===== src/design/odo_pkg.sv =====
// Shared types, widths and constants of the odometer accumulator.
package odo_pkg;

	// Field widths
	localparam int unsigned TOTAL_W = 30;
	localparam int unsigned TRIP_W  = 24;
	localparam int unsigned DIST_W  = 16;
	localparam int unsigned ELAP_W  = 8;
	localparam int unsigned ACC_W   = 32;
	localparam int unsigned TIMER_W = 16;
	localparam int unsigned CFG_IDX_W  = 2;
	localparam int unsigned CFG_DATA_W = 32;

	typedef logic [TOTAL_W-1:0]    total_t;
	typedef logic [TRIP_W-1:0]     trip_t;
	typedef logic [DIST_W-1:0]     dist_t;
	typedef logic [ELAP_W-1:0]     elap_t;
	typedef logic [ACC_W-1:0]      acc_t;
	typedef logic [TIMER_W-1:0]    timer_t;
	typedef logic [CFG_IDX_W-1:0]  cfg_idx_t;
	typedef logic [CFG_DATA_W-1:0] cfg_data_t;

	// Register indexes of the configuration port
	localparam cfg_idx_t REG_INITIAL_TOTAL = 2'd0;
	localparam cfg_idx_t REG_INITIAL_TRIP  = 2'd1;
	localparam cfg_idx_t REG_UPDATE_PERIOD = 2'd2;

	// Scan constants
	localparam timer_t  SAVE_TIME_MS      = 16'd1000;
	localparam acc_t    MM_PER_METRE      = 32'd1000;
	localparam total_t  TOTAL_CAP         = 30'd999999000;
	localparam trip_t   TRIP_CAP          = 24'd9999999;
	localparam total_t  TOTAL_SEND_DELTA  = 30'd100;
	localparam trip_t   TRIP_SEND_DELTA   = 24'd100;
	localparam logic [3:0] METRES_PER_SAVE = 4'd10;
	localparam timer_t  UPDATE_PERIOD_RST = 16'd500;

endpackage


===== src/design/odo_if.sv =====
// Channel interfaces: scan items in, results out, configuration writes.
interface odo_scan_if;
	logic                 valid;
	logic                 ready;
	odo_pkg::dist_t       add_distance_mm;
	odo_pkg::elap_t       elapsed_ms;

	modport source (output valid, output add_distance_mm, output elapsed_ms, input ready);
	modport sink   (input valid, input add_distance_mm, input elapsed_ms, output ready);
endinterface

interface odo_result_if;
	logic                 valid;
	logic                 ready;
	odo_pkg::total_t      total_m;
	odo_pkg::trip_t       trip_m;
	logic                 save_request;
	logic                 send_total;
	logic                 send_trip;

	modport source (output valid, output total_m, output trip_m, output save_request,
		output send_total, output send_trip, input ready);
	modport sink   (input valid, input total_m, input trip_m, input save_request,
		input send_total, input send_trip, output ready);
endinterface

interface odo_cfg_if;
	logic                 valid;
	logic                 ready;
	odo_pkg::cfg_idx_t    index;
	odo_pkg::cfg_data_t   data;

	modport source (output valid, output index, output data, input ready);
	modport sink   (input valid, input index, input data, output ready);
endinterface


===== src/design/odometer_accumulator_unit.sv =====
// Odometer accumulator top level: scan input register, scan logic, result register.
//
// Usage:
//   scan   : one item per transfer (add_distance_mm, elapsed_ms).
//   result : one item per scan transfer (total_m, trip_m, save_request,
//            send_total, send_trip), in scan order.
//   cfg    : register writes (index 0 initial total, 1 initial trip,
//            2 update period). Always ready. Writing an initial value
//            loads the matching odometer at once. Write only while idle.
// Timing:
//   A scan item is captured in the input register; when the result register
//   is empty or being taken, the scan logic updates all state and loads it.
//   Throughput is one item per cycle while the receiver takes every result;
//   the state update loop closes through one add/saturate and compare chain.
// Stall:
//   While result is held by the receiver, the item in the input register
//   waits and the scan side stays ready until that register is full.
// Reset:
//   arst_n clears both valid flags, timers, accumulator and odometers;
//   the update period returns to 500 ms.
module odometer_accumulator_unit (
	input  logic        clk,
	input  logic        arst_n,
	odo_scan_if.sink    scan,
	odo_result_if.source result,
	odo_cfg_if.sink     cfg
);

	// Input register
	logic                valid_s1;
	odo_pkg::dist_t      add_s1;
	odo_pkg::elap_t      elap_s1;

	// Scan state
	odo_pkg::acc_t       dist_q;
	odo_pkg::timer_t     save_timer_q;
	odo_pkg::timer_t     update_timer_q;
	odo_pkg::timer_t     period_q;
	odo_pkg::total_t     total_q;
	odo_pkg::trip_t      trip_q;
	odo_pkg::total_t     last_total_q;
	odo_pkg::trip_t      last_trip_q;
	logic [3:0]          mod_ten_q;
	logic                save_pending_q;
	logic                alt_total_q;

	// Result register
	logic                out_valid_q;
	odo_pkg::total_t     out_total_q;
	odo_pkg::trip_t      out_trip_q;
	logic                out_save_q;
	logic                out_send_total_q;
	logic                out_send_trip_q;

	logic                advance;
	logic                scan_xfer;
	logic                cfg_xfer;

	logic [odo_pkg::ACC_W:0]   acc_sum;
	odo_pkg::acc_t             acc_sat;
	logic [odo_pkg::TIMER_W:0] save_sum;
	logic [odo_pkg::TIMER_W:0] upd_sum;
	odo_pkg::timer_t           save_sat;
	odo_pkg::timer_t           upd_sat;
	logic                      save_fire;
	logic                      metre;
	logic                      total_inc;
	logic                      trip_inc;
	odo_pkg::total_t           total_nx;
	odo_pkg::trip_t            trip_nx;
	logic [3:0]                mod_inc;
	logic                      mod_wrap;
	logic                      total_grow;
	logic                      trip_grow;
	logic                      period_hit;

	// Handshakes
	assign advance   = valid_s1 && (!out_valid_q || result.ready);
	assign scan.ready = !valid_s1 || advance;
	assign scan_xfer = scan.valid && scan.ready;
	assign cfg.ready = 1'b1;
	assign cfg_xfer  = cfg.valid;

	// Accumulate distance and time with saturation
	always_comb begin
		acc_sum  = {1'b0, dist_q} + (odo_pkg::ACC_W + 1)'(add_s1);
		acc_sat  = acc_sum[odo_pkg::ACC_W] ? '1 : acc_sum[odo_pkg::ACC_W-1:0];
		save_sum = {1'b0, save_timer_q} + (odo_pkg::TIMER_W + 1)'(elap_s1);
		upd_sum  = {1'b0, update_timer_q} + (odo_pkg::TIMER_W + 1)'(elap_s1);
		save_sat = save_sum[odo_pkg::TIMER_W] ? '1 : save_sum[odo_pkg::TIMER_W-1:0];
		upd_sat  = upd_sum[odo_pkg::TIMER_W] ? '1 : upd_sum[odo_pkg::TIMER_W-1:0];
	end

	// Scan decisions
	always_comb begin
		save_fire  = (save_sat >= odo_pkg::SAVE_TIME_MS) && save_pending_q;
		metre      = acc_sat >= odo_pkg::MM_PER_METRE;
		total_inc  = metre && (total_q < odo_pkg::TOTAL_CAP);
		trip_inc   = metre && (trip_q < odo_pkg::TRIP_CAP);
		total_nx   = total_q + odo_pkg::TOTAL_W'(total_inc);
		trip_nx    = trip_q + odo_pkg::TRIP_W'(trip_inc);
		mod_inc    = mod_ten_q + 4'd1;
		mod_wrap   = mod_inc >= odo_pkg::METRES_PER_SAVE;
		// differences wrap at the odometer width
		total_grow = (total_nx - last_total_q) > odo_pkg::TOTAL_SEND_DELTA;
		trip_grow  = (trip_nx - last_trip_q) > odo_pkg::TRIP_SEND_DELTA;
		period_hit = upd_sat >= period_q;
	end

	// Input register
	always_ff @(posedge clk or negedge arst_n) begin
		if (!arst_n) begin
			valid_s1 <= 1'b0;
		end else if (scan.ready) begin
			valid_s1 <= scan.valid;
		end
	end

	always_ff @(posedge clk) begin
		if (scan_xfer) begin
			add_s1  <= scan.add_distance_mm;
			elap_s1 <= scan.elapsed_ms;
		end
	end

	// Scan state and configuration
	always_ff @(posedge clk or negedge arst_n) begin
		if (!arst_n) begin
			dist_q         <= '0;
			save_timer_q   <= '0;
			update_timer_q <= '0;
			period_q       <= odo_pkg::UPDATE_PERIOD_RST;
			total_q        <= '0;
			trip_q         <= '0;
			last_total_q   <= '0;
			last_trip_q    <= '0;
			mod_ten_q      <= '0;
			save_pending_q <= 1'b0;
			alt_total_q    <= 1'b0;
		end else if (cfg_xfer) begin
			case (cfg.index)
				odo_pkg::REG_INITIAL_TOTAL: total_q  <= cfg.data[odo_pkg::TOTAL_W-1:0];
				odo_pkg::REG_INITIAL_TRIP:  trip_q   <= cfg.data[odo_pkg::TRIP_W-1:0];
				odo_pkg::REG_UPDATE_PERIOD: period_q <= cfg.data[odo_pkg::TIMER_W-1:0];
				default: ;
			endcase
		end else if (advance) begin
			dist_q         <= metre ? acc_sat - odo_pkg::MM_PER_METRE : acc_sat;
			save_timer_q   <= save_fire ? '0 : save_sat;
			update_timer_q <= period_hit ? '0 : upd_sat;
			total_q        <= total_nx;
			trip_q         <= trip_nx;
			if (total_grow) begin
				last_total_q <= total_nx;
			end
			if (trip_grow) begin
				last_trip_q <= trip_nx;
			end
			if (metre) begin
				mod_ten_q <= mod_wrap ? 4'd0 : mod_inc;
			end
			// a new tenth metre wins over the clear from a save
			if (metre && mod_wrap) begin
				save_pending_q <= 1'b1;
			end else if (save_fire) begin
				save_pending_q <= 1'b0;
			end
			if (period_hit) begin
				alt_total_q <= !alt_total_q;
			end
		end
	end

	// Result register
	always_ff @(posedge clk or negedge arst_n) begin
		if (!arst_n) begin
			out_valid_q <= 1'b0;
		end else if (advance) begin
			out_valid_q <= 1'b1;
		end else if (result.ready) begin
			out_valid_q <= 1'b0;
		end
	end

	always_ff @(posedge clk) begin
		if (advance) begin
			out_total_q      <= total_nx;
			out_trip_q       <= trip_nx;
			out_save_q       <= save_fire;
			out_send_total_q <= total_grow || (period_hit && alt_total_q);
			out_send_trip_q  <= trip_grow || (period_hit && !alt_total_q);
		end
	end

	assign result.valid        = out_valid_q;
	assign result.total_m      = out_total_q;
	assign result.trip_m       = out_trip_q;
	assign result.save_request = out_save_q;
	assign result.send_total   = out_send_total_q;
	assign result.send_trip    = out_send_trip_q;

endmodule


===== src/flat_wrapper.sv =====
// flat-port wrapper written by rule: the top's interface ports become plain ports
module odometer_accumulator_unit_flat 
  (clk, arst_n, scan_valid, scan_add_distance_mm, scan_elapsed_ms, scan_ready, result_valid, result_total_m, result_trip_m, result_save_request, result_send_total, result_send_trip, result_ready, cfg_valid, cfg_index, cfg_data, cfg_ready);
  odo_scan_if scan_i ();
  odo_result_if result_i ();
  odo_cfg_if cfg_i ();
  input  logic clk;
  input  logic arst_n;
  input wire logic [$bits(scan_i.valid)-1:0] scan_valid;
  input wire logic [$bits(scan_i.add_distance_mm)-1:0] scan_add_distance_mm;
  input wire logic [$bits(scan_i.elapsed_ms)-1:0] scan_elapsed_ms;
  output wire logic [$bits(scan_i.ready)-1:0] scan_ready;
  output wire logic [$bits(result_i.valid)-1:0] result_valid;
  output wire logic [$bits(result_i.total_m)-1:0] result_total_m;
  output wire logic [$bits(result_i.trip_m)-1:0] result_trip_m;
  output wire logic [$bits(result_i.save_request)-1:0] result_save_request;
  output wire logic [$bits(result_i.send_total)-1:0] result_send_total;
  output wire logic [$bits(result_i.send_trip)-1:0] result_send_trip;
  input wire logic [$bits(result_i.ready)-1:0] result_ready;
  input wire logic [$bits(cfg_i.valid)-1:0] cfg_valid;
  input wire logic [$bits(cfg_i.index)-1:0] cfg_index;
  input wire logic [$bits(cfg_i.data)-1:0] cfg_data;
  output wire logic [$bits(cfg_i.ready)-1:0] cfg_ready;
  assign scan_i.valid = scan_valid;
  assign scan_i.add_distance_mm = scan_add_distance_mm;
  assign scan_i.elapsed_ms = scan_elapsed_ms;
  assign scan_ready = scan_i.ready;
  assign result_valid = result_i.valid;
  assign result_total_m = result_i.total_m;
  assign result_trip_m = result_i.trip_m;
  assign result_save_request = result_i.save_request;
  assign result_send_total = result_i.send_total;
  assign result_send_trip = result_i.send_trip;
  assign result_i.ready = result_ready;
  assign cfg_i.valid = cfg_valid;
  assign cfg_i.index = cfg_index;
  assign cfg_i.data = cfg_data;
  assign cfg_ready = cfg_i.ready;
  odometer_accumulator_unit u_core (.clk(clk), .arst_n(arst_n), .scan(scan_i), .result(result_i), .cfg(cfg_i));
endmodule

===== config.mk =====
export PLATFORM = sky130hd
export DESIGN_NAME = odometer_accumulator_unit_flat
export DESIGN_NICKNAME = d
export VERILOG_FILES = /design/src/design/odo_pkg.sv /design/src/design/odo_if.sv /design/src/design/odometer_accumulator_unit.sv /design/src/flat_wrapper.sv
export SDC_FILE = /design/constraint.sdc
export NUM_CORES = 1
export LEC_CHECK = 0
export ABC_AREA = 1
export BUFFER_PORTS_ARGS = -buffer_cell sky130_fd_sc_hd__buf_2
export CAP_MARGIN = 10
export CORE_UTILIZATION = 55
export CTS_CLUSTER_SIZE = 25
export DETAILED_ROUTE_END_ITERATION = 12
export PLACE_DENSITY_LB_ADDON = 0.05
export SLEW_MARGIN = 10
export SYNTH_ARGS = -nofsm -noshare
export SYNTH_HDL_FRONTEND = slang
export SYNTH_SLANG_ARGS = --single-unit

===== constraint.sdc =====
create_clock -name clk -period 16.94 [get_ports clk]
set_clock_uncertainty 0.1 [all_clocks]
set_input_delay 2.541 -clock clk [delete_from_list [all_inputs] [get_ports clk]]
set_output_delay 2.541 -clock clk [all_outputs]
set_load 0.02 [all_outputs]

==> flow_summary.yaml, run 1 <==
cts:
  clk_latency_ns: 0.56
  cts_hold_buf: 0
  cts_buffers: 34
  cts.sinks: 277
  cts-root-buf: "clkbuf_16"
  cts_tree: "yes"
  htree_levels: 2
  cts_resized: 0
  clk_pin_slew_ns: 0.06
  post_cts.repair.setup_buffers: 0
  cts_buffer_depth: 3
floorplan:
  core_mm2: 0.0356
  dieArea_mm2: 0.0369
  die_w_um: 192
  fp.dieH_um: 192
  rows: 69
  start_util_pct: 55.9
  io_pins: 123
min_path:
  hold_class: "reg -> reg"
synth:
  syn_nets: 3044
  synthCells: 2869
  seq_area_frac_synth_pct: 36.9
  ys_types: 51
  synth-async-reset-ratio_pct: 70.8
  avgSynthCellArea_um2: 6.93
  synth_edf_count: 81
  synth_flop_cell: "dfrtp_1"
  ys_seq_elements: 277
  synth_area_mm2: 0.0199
  ys_warn_count: 0
setup_path:
  cp_slowest_stage_delay_ns: 0.93
  crit_fanout: 36
  cp.required_ns: 17.32
  path_class: "reg -> reg"
  critical_path_arrival_ns: 9.42
  crit_top_cell: "nand2_1"
  cp_slowest_cell: "nand2_1"
  start_kind: "flop"
  cp-end-kind: "flop"
run:
  cap_violations: 0
drt:
  vias_per_cell: 5.40
  dr.pass1.iters: 5
  drc: 0
  first_iter_violations: 1389
  wire_per_inst_um: 16.0
  num_vias: 18700
  final_antenna_net_count: 0
  wirelength_um: 55200
sta:
  relSlewSlack_pct: 29.5
  finalSetupViolations: 0
  rsz0062_at_grt: "no"
  fmax_mhz: 111
  period_needed_ns: 9.04
  tns_ns: 0
  post-route-period-util_pct: 53.4
  hold_viol_final: 0
  slew_viol_final: 0
  tightest_slew_ns: 1.06
pwr:
  power_leakage_nw: 11.6
  powerDensity_mw_per_mm2: 190
  vdd_ir_drop_max_mv: 0.143
layout:
  layout-drive-gt1-share_pct: 8.01
  fin_nets: 3147
  fin_cells: 3459
  antenna_cells: 0
  area_delta_synth_final_pct: 10.7
grt:
  grt_overflow: 0
  grt_pass1_vias: 17800
  grt_pass1_wl_um: 89800
  grt_usage_pct: 30.8
  grt_max_degree: 85
  grt_antenna_before_repair: 0
outcome:
  status: "completed"
place:
  gp_congestion: 0.929
  hpwl_um: 42200
  port_buffers: 119
  dp.cells: 3397
## metrics by stage
stage	cell area (µm²)	power [W]	worst slack, ns	utilization, %	hold WS (ns)
CTS	22000	0.00420	7.77	61.9	0.372
global placement	20900	0.00339	8.04	58.7	0.354
global route	22000	0.00461	6.96	61.9	0.389
floorplan	19900	0.00287	10.80	-	0.342
detailed placement	20900	0.00344	7.83	58.7	0.358
finish	22000	0.00419	7.90	61.9	0.370
## layer usage
| layer | global-route usage (%) | wire, µm | vias to the layer above |
|---|---|---|---|
| met5 | 0 | 0 | - |
| met4 | 11.4 | 1850 | 0 |
| met3 | 3.95 | 2900 | 98 |
| met2 | 53.3 | 26300 | 490 |
| met1 | 39.0 | 24100 | 8653 |
| li1 | - | - | 9454 |
## cell usage in the layout (no fill, tap or decap), types with 10 or more instances in the layout
cell,count
a31oi_1,36
nand2_1,915
o21ai_0,116
nor3_1,41
nand3_1,252
edfxtp_1,81
dfrtp_1,190
nand3b_1,10
ha_1,107
clkbuf_16,36
xor2_1,71
inv_1,408
a21oi_1,107
buf_2,118
nand4_1,56
xnor2_1,22
nor2_1,286
## cell usage after synthesis (all sizes together) (36+ instances only)
cell type    n  area share, %
nand2      923             18
xor2        71            3.1
a21oi      111            2.9
o21ai      125            3.2
nor3        42            1.1
edfxtp      81             12
a31oi       36            1.1
dfrtp      190             24
inv        412            7.8
clkbuf      42           0.79
nand3      262            6.9
nor2       300            5.9
ha         107            6.7
nand4       56            1.8
## final timing paths
check	from	endpoint	slack [ns]	cells after the start
worst max register to register	u_core.dist_q[0]	u_core.last_trip_q[2]	7.90	39
worst max-delay path	u_core.dist_q[0]	u_core.last_trip_q[2]	7.90	39
min in group asynchronous	arst_n	u_core.last_trip_q[5]	1.90	1
worst min register to register	u_core.last_total_q[27]	u_core.last_total_q[27]	0.37	2
worst min-delay path	u_core.last_total_q[27]	u_core.last_total_q[27]	0.37	2
max in group asynchronous	arst_n	u_core.dist_q[17]	12.76	3
## power by group
group	internal (W)	switching [W]
clock network	0.000433	0.000302
registers	0.000913	0.000156
logic	0.000818	0.00157
## kinds of logic (layout without fill, tap and decap cells)
kind of cell	count (synthesis)	count (layout)	share of synthesized area (%)
muxes	1	1	0.0566
and+or+nand+nor	1606	1606	34.0
adders and majority gates	112	112	7.23
other	1	1	0.0189
DFF	277	277	36.9
buffers and inverters	473	602	9.22
xor gates and xnor gates	93	93	4.09
AOI/OAI and AO/OA	306	306	8.49
## flip-flops by register name, indices dropped and copies added (netlist names), 4 cells and up
| name | count |
|---|---|
| u_core.result.trip_m | 24 |
| u_core.save_timer_q | 16 |
| u_core.total_q | 30 |
| u_core.result.total_m | 30 |
| u_core.add_s1 | 16 |
| u_core.mod_ten_q | 4 |
| u_core.period_q | 16 |
| u_core.dist_q | 32 |
| u_core.last_total_q | 30 |
| u_core.update_timer_q | 16 |
| u_core.last_trip_q | 24 |
| u_core.trip_q | 24 |
| u_core.elap_s1 | 8 |
## layout make-up
class | instances | area, µm²
fill | 3346 | 13600
multi-input combinational | 2119 | 10700
sequential | 277 | 7340
inverter | 412 | 1550
clock buffer | 46 | 998
timing repair buffer | 128 | 672
tap | 461 | 577
clock inverter | 16 | 138
## worst max-delay path: cells and delay by family, from the launching register on
family	cells	cell delay, ns
adder cells (fa/ha/maj)	5	1.25
buffers and inverters	2	0.22
AO/OA/AOI/OAI	4	1.03
flip-flops	1	0.36
XOR/XNOR	1	0.43
AND/OR/NAND/NOR	27	5.55
Note: power is estimated with default switching activity, not from simulation.
==> run 2: changes to the inputs <==
--- a/config.mk
+++ b/config.mk
@@ -5,7 +5,7 @@
 export SDC_FILE = /design/constraint.sdc
 export NUM_CORES = 1
 export LEC_CHECK = 0
-export ABC_AREA = 1
+export ABC_AREA = 0
 export BUFFER_PORTS_ARGS = -buffer_cell sky130_fd_sc_hd__buf_2
 export CAP_MARGIN = 10
 export CORE_UTILIZATION = 55
==> constraint.sdc (replaced) <==
create_clock -name clk -period 7.81 [get_ports clk]
set_clock_uncertainty 0.1 [all_clocks]
set_input_delay 1.1715 -clock clk [delete_from_list [all_inputs] [get_ports clk]]
set_output_delay 1.1715 -clock clk [all_outputs]
set_load 0.02 [all_outputs]
==> flow_summary.yaml, run 2 <==
cts:
  cts_buffer_depth: 3
  clk_pin_slew_ns: 0.06
  htree_levels: 1
  cts_buffers: 31
  cts-root-buf: "clkbuf_16"
  cts.sinks: 277
  cts_hold_buf: 0
  cts_tree: "yes"
  clk_latency_ns: 0.60
grt:
  grt_pass1_wl_um: 91800
  grt_overflow: 0
  grt_usage_pct: 31.8
  grt_antenna_before_repair: 0
  grt_pass1_vias: 18300
  grt_max_degree: 98
sta:
  whs_ns: 0.386
  fin_ws_ns: -0.00322
  fmax_mhz: 128
  relSlewSlack_pct: 29.4
  rsz0062_at_grt: "yes"
  post-route-period-util_pct: 100
  slew_viol_final: 0
  finalSetupViolations: 1
  period_needed_ns: 7.81
  hold_viol_final: 0
  tightest_slew_ns: 1.05
setup_path:
  critical_path_arrival_ns: 8.19
  r2r_slack_ns: -0.003
  crit_fanout: 6
  rr_startpoint: "u_core.add_s1[0]"
  timing.rr.end: "u_core.last_trip_q[2]"
  path_class: "reg -> reg"
  cp-end-kind: "flop"
  cp.required_ns: 8.19
  start_kind: "flop"
  r2r_cells: 32
  cp_slowest_stage_delay_ns: 0.56
  cp_slowest_cell: "or4_4"
drt:
  dr.pass1.iters: 5
  wirelength_um: 58900
  wire_per_inst_um: 18.9
  first_iter_violations: 1206
  final_antenna_net_count: 0
  num_vias: 18600
  drc: 0
  vias_per_cell: 5.94
synth:
  synth_area_mm2: 0.0194
  synth_flop_cell: "dfrtp_1"
  yosysMostFrequentCell: "nand2_1"
  ys_seq_elements: 277
  synth-async-reset-ratio_pct: 70.8
  netlist.area_leader.share_pct: 24.6
  avgSynthCellArea_um2: 8.79
  ys_types: 85
  synth_edf_count: 81
  synth_commonest_cells: "202 x nand2_1, 199 x nor2_1, 190 x dfrtp_1"
  ys_warn_count: 0
  syn_nets: 2378
  synthCells: 2203
  synth_top_cells_by_area: "dfrtp_1 25%, edfxtp_1 13%, ha_1 6.9%"
  synth_area_leader_cell: "dfrtp_1"
  seq_area_frac_synth_pct: 37.9
layout:
  n_fill_cell: 2518
  top_register: "u_core.dist_q"
  layout-drive-gt1-share_pct: 32.7
  fin_nets: 2818
  fin_cells: 3123
  final_common_cell: "buf_4"
  layout_common_cells: "377 x buf_4, 196 x nand2_1, 190 x dfrtp_1, 181 x nor2_1, 150 x o21ai_0"
  regArea_mm2: 0.00734
  area_delta_synth_final_pct: 33.0
  multi_input_area_mm2: 0.0125
  largest_reg_flops: 32
  antenna_cells: 0
floorplan:
  io_pins: 123
  dieArea_mm2: 0.0359
  rows: 68
  core_mm2: 0.0345
  start_util_pct: 56.0
  fp.dieH_um: 190
  die_w_um: 190
min_path:
  whs_path_depth: 2
  min_to: "u_core.dist_q[5]"
  hold_class: "reg -> reg"
  worstHoldStart: "u_core.dist_q[5]"
place:
  dp.cells: 3019
  port_buffers: 119
  gp_congestion: 0.929
  hpwl_um: 41100
pwr:
  powerDensity_mw_per_mm2: 368
  vdd_ir_drop_max_mv: 0.314
  power_leakage_nw: 11.5
  p_total_w: 0.00949
outcome:
  violations: "negative setup slack"
  status: "finished, violations left"
run:
  cap_violations: 0
[run 2: critical path, delay by kind of cell, from the launching register on]
family	cells	cell delay [ns]
XOR/XNOR	1	0.24
buffers and inverters	5	0.71
adder cells (fa/ha/maj)	4	1.08
AND/OR/NAND/NOR	13	2.99
AO/OA/AOI/OAI	8	1.83
multiplexers	1	0.30
flip-flops	1	0.42
[run 2: where the power goes]
part	switching, W	internal (W)	total (W)	leakage (nW)
Sequential	0.000337	0.00188	0.00222	3.09
Clock	0.000631	0.000931	0.00156	0.538
Combinational	0.00302	0.00268	0.00570	7.92
Total	0.00399	0.00550	0.00949	11.5
[run 2: worst max-delay path by stage]
stage,startpoint,endpoint,slack [ns],cells after the start
after floorplan,u_core.dist_q[0],u_core.last_total_q[0],0.006,35
after global placement,u_core.add_s1[7],u_core.last_total_q[17],-0.48,33
after detailed placement,u_core.add_s1[7],u_core.last_total_q[25],-0.45,36
after CTS,u_core.add_s1[0],u_core.last_total_q[1],-0.1,32
after global routing,u_core.add_s1[0],u_core.last_trip_q[10],-0.28,37
final,u_core.add_s1[0],u_core.last_trip_q[2],-0.003,32
[run 2: what timing repair did]
item,CTS,global route
resized for setup,107,151
buffers inserted,23,25
gates cloned,3,0
pin swaps,61,64
setup endpoints to repair,56,56
[run 2: logic make-up after synthesis]
family	count (synthesis)	share of synthesized area (%)
buffers and inverters	238	4.74
adders and majority gates	112	7.43
AOI/OAI and AO/OA	638	20.9
DFF	277	37.9
xor gates and xnor gates	131	6.10
muxes	81	4.50
other	1	0.0194
and+or+nand+nor	725	18.4
[run 2: metal layers]
metal / wire [µm] / share of wire (%) / vias up / track usage (%)
li1: - / - / 8881 / -
met1: 24000 / 41 / 8963 / 39.4
met2: 29500 / 50 / 559 / 56.4
met3: 2980 / 5.1 / 151 / 3.12
met4: 2320 / 3.9 / 0 / 13.4
met5: 0 / 0 / - / 0
[run 2: final cells by class]
| cell class | instances | share of cell area (%) |
|---|---|---|
| multi-input combinational | 1688 | 48.7 |
| sequential | 277 | 28.5 |
| timing repair buffer | 515 | 14.4 |
| clock buffer | 45 | 3.62 |
| tap | 455 | 2.21 |
| inverter | 130 | 1.89 |
| clock inverter | 13 | 0.637 |
[run 2: metrics by stage]
| step | utilization [%] | cell area, µm² | TNS, ns | setup slack [ns] |
|---|---|---|---|---|
| after detailed placement | 66.3 | 22900 | -19.34 | -0.449 |
| after floorplan | - | 19500 | 0 | 0.00559 |
| final | 74.5 | 25800 | -0.00322 | -0.00322 |
| after global placement | 66.3 | 22900 | -19.63 | -0.475 |
| after global routing | 74.5 | 25800 | -11.62 | -0.275 |
| after CTS | 71.6 | 24700 | -2.60 | -0.0993 |
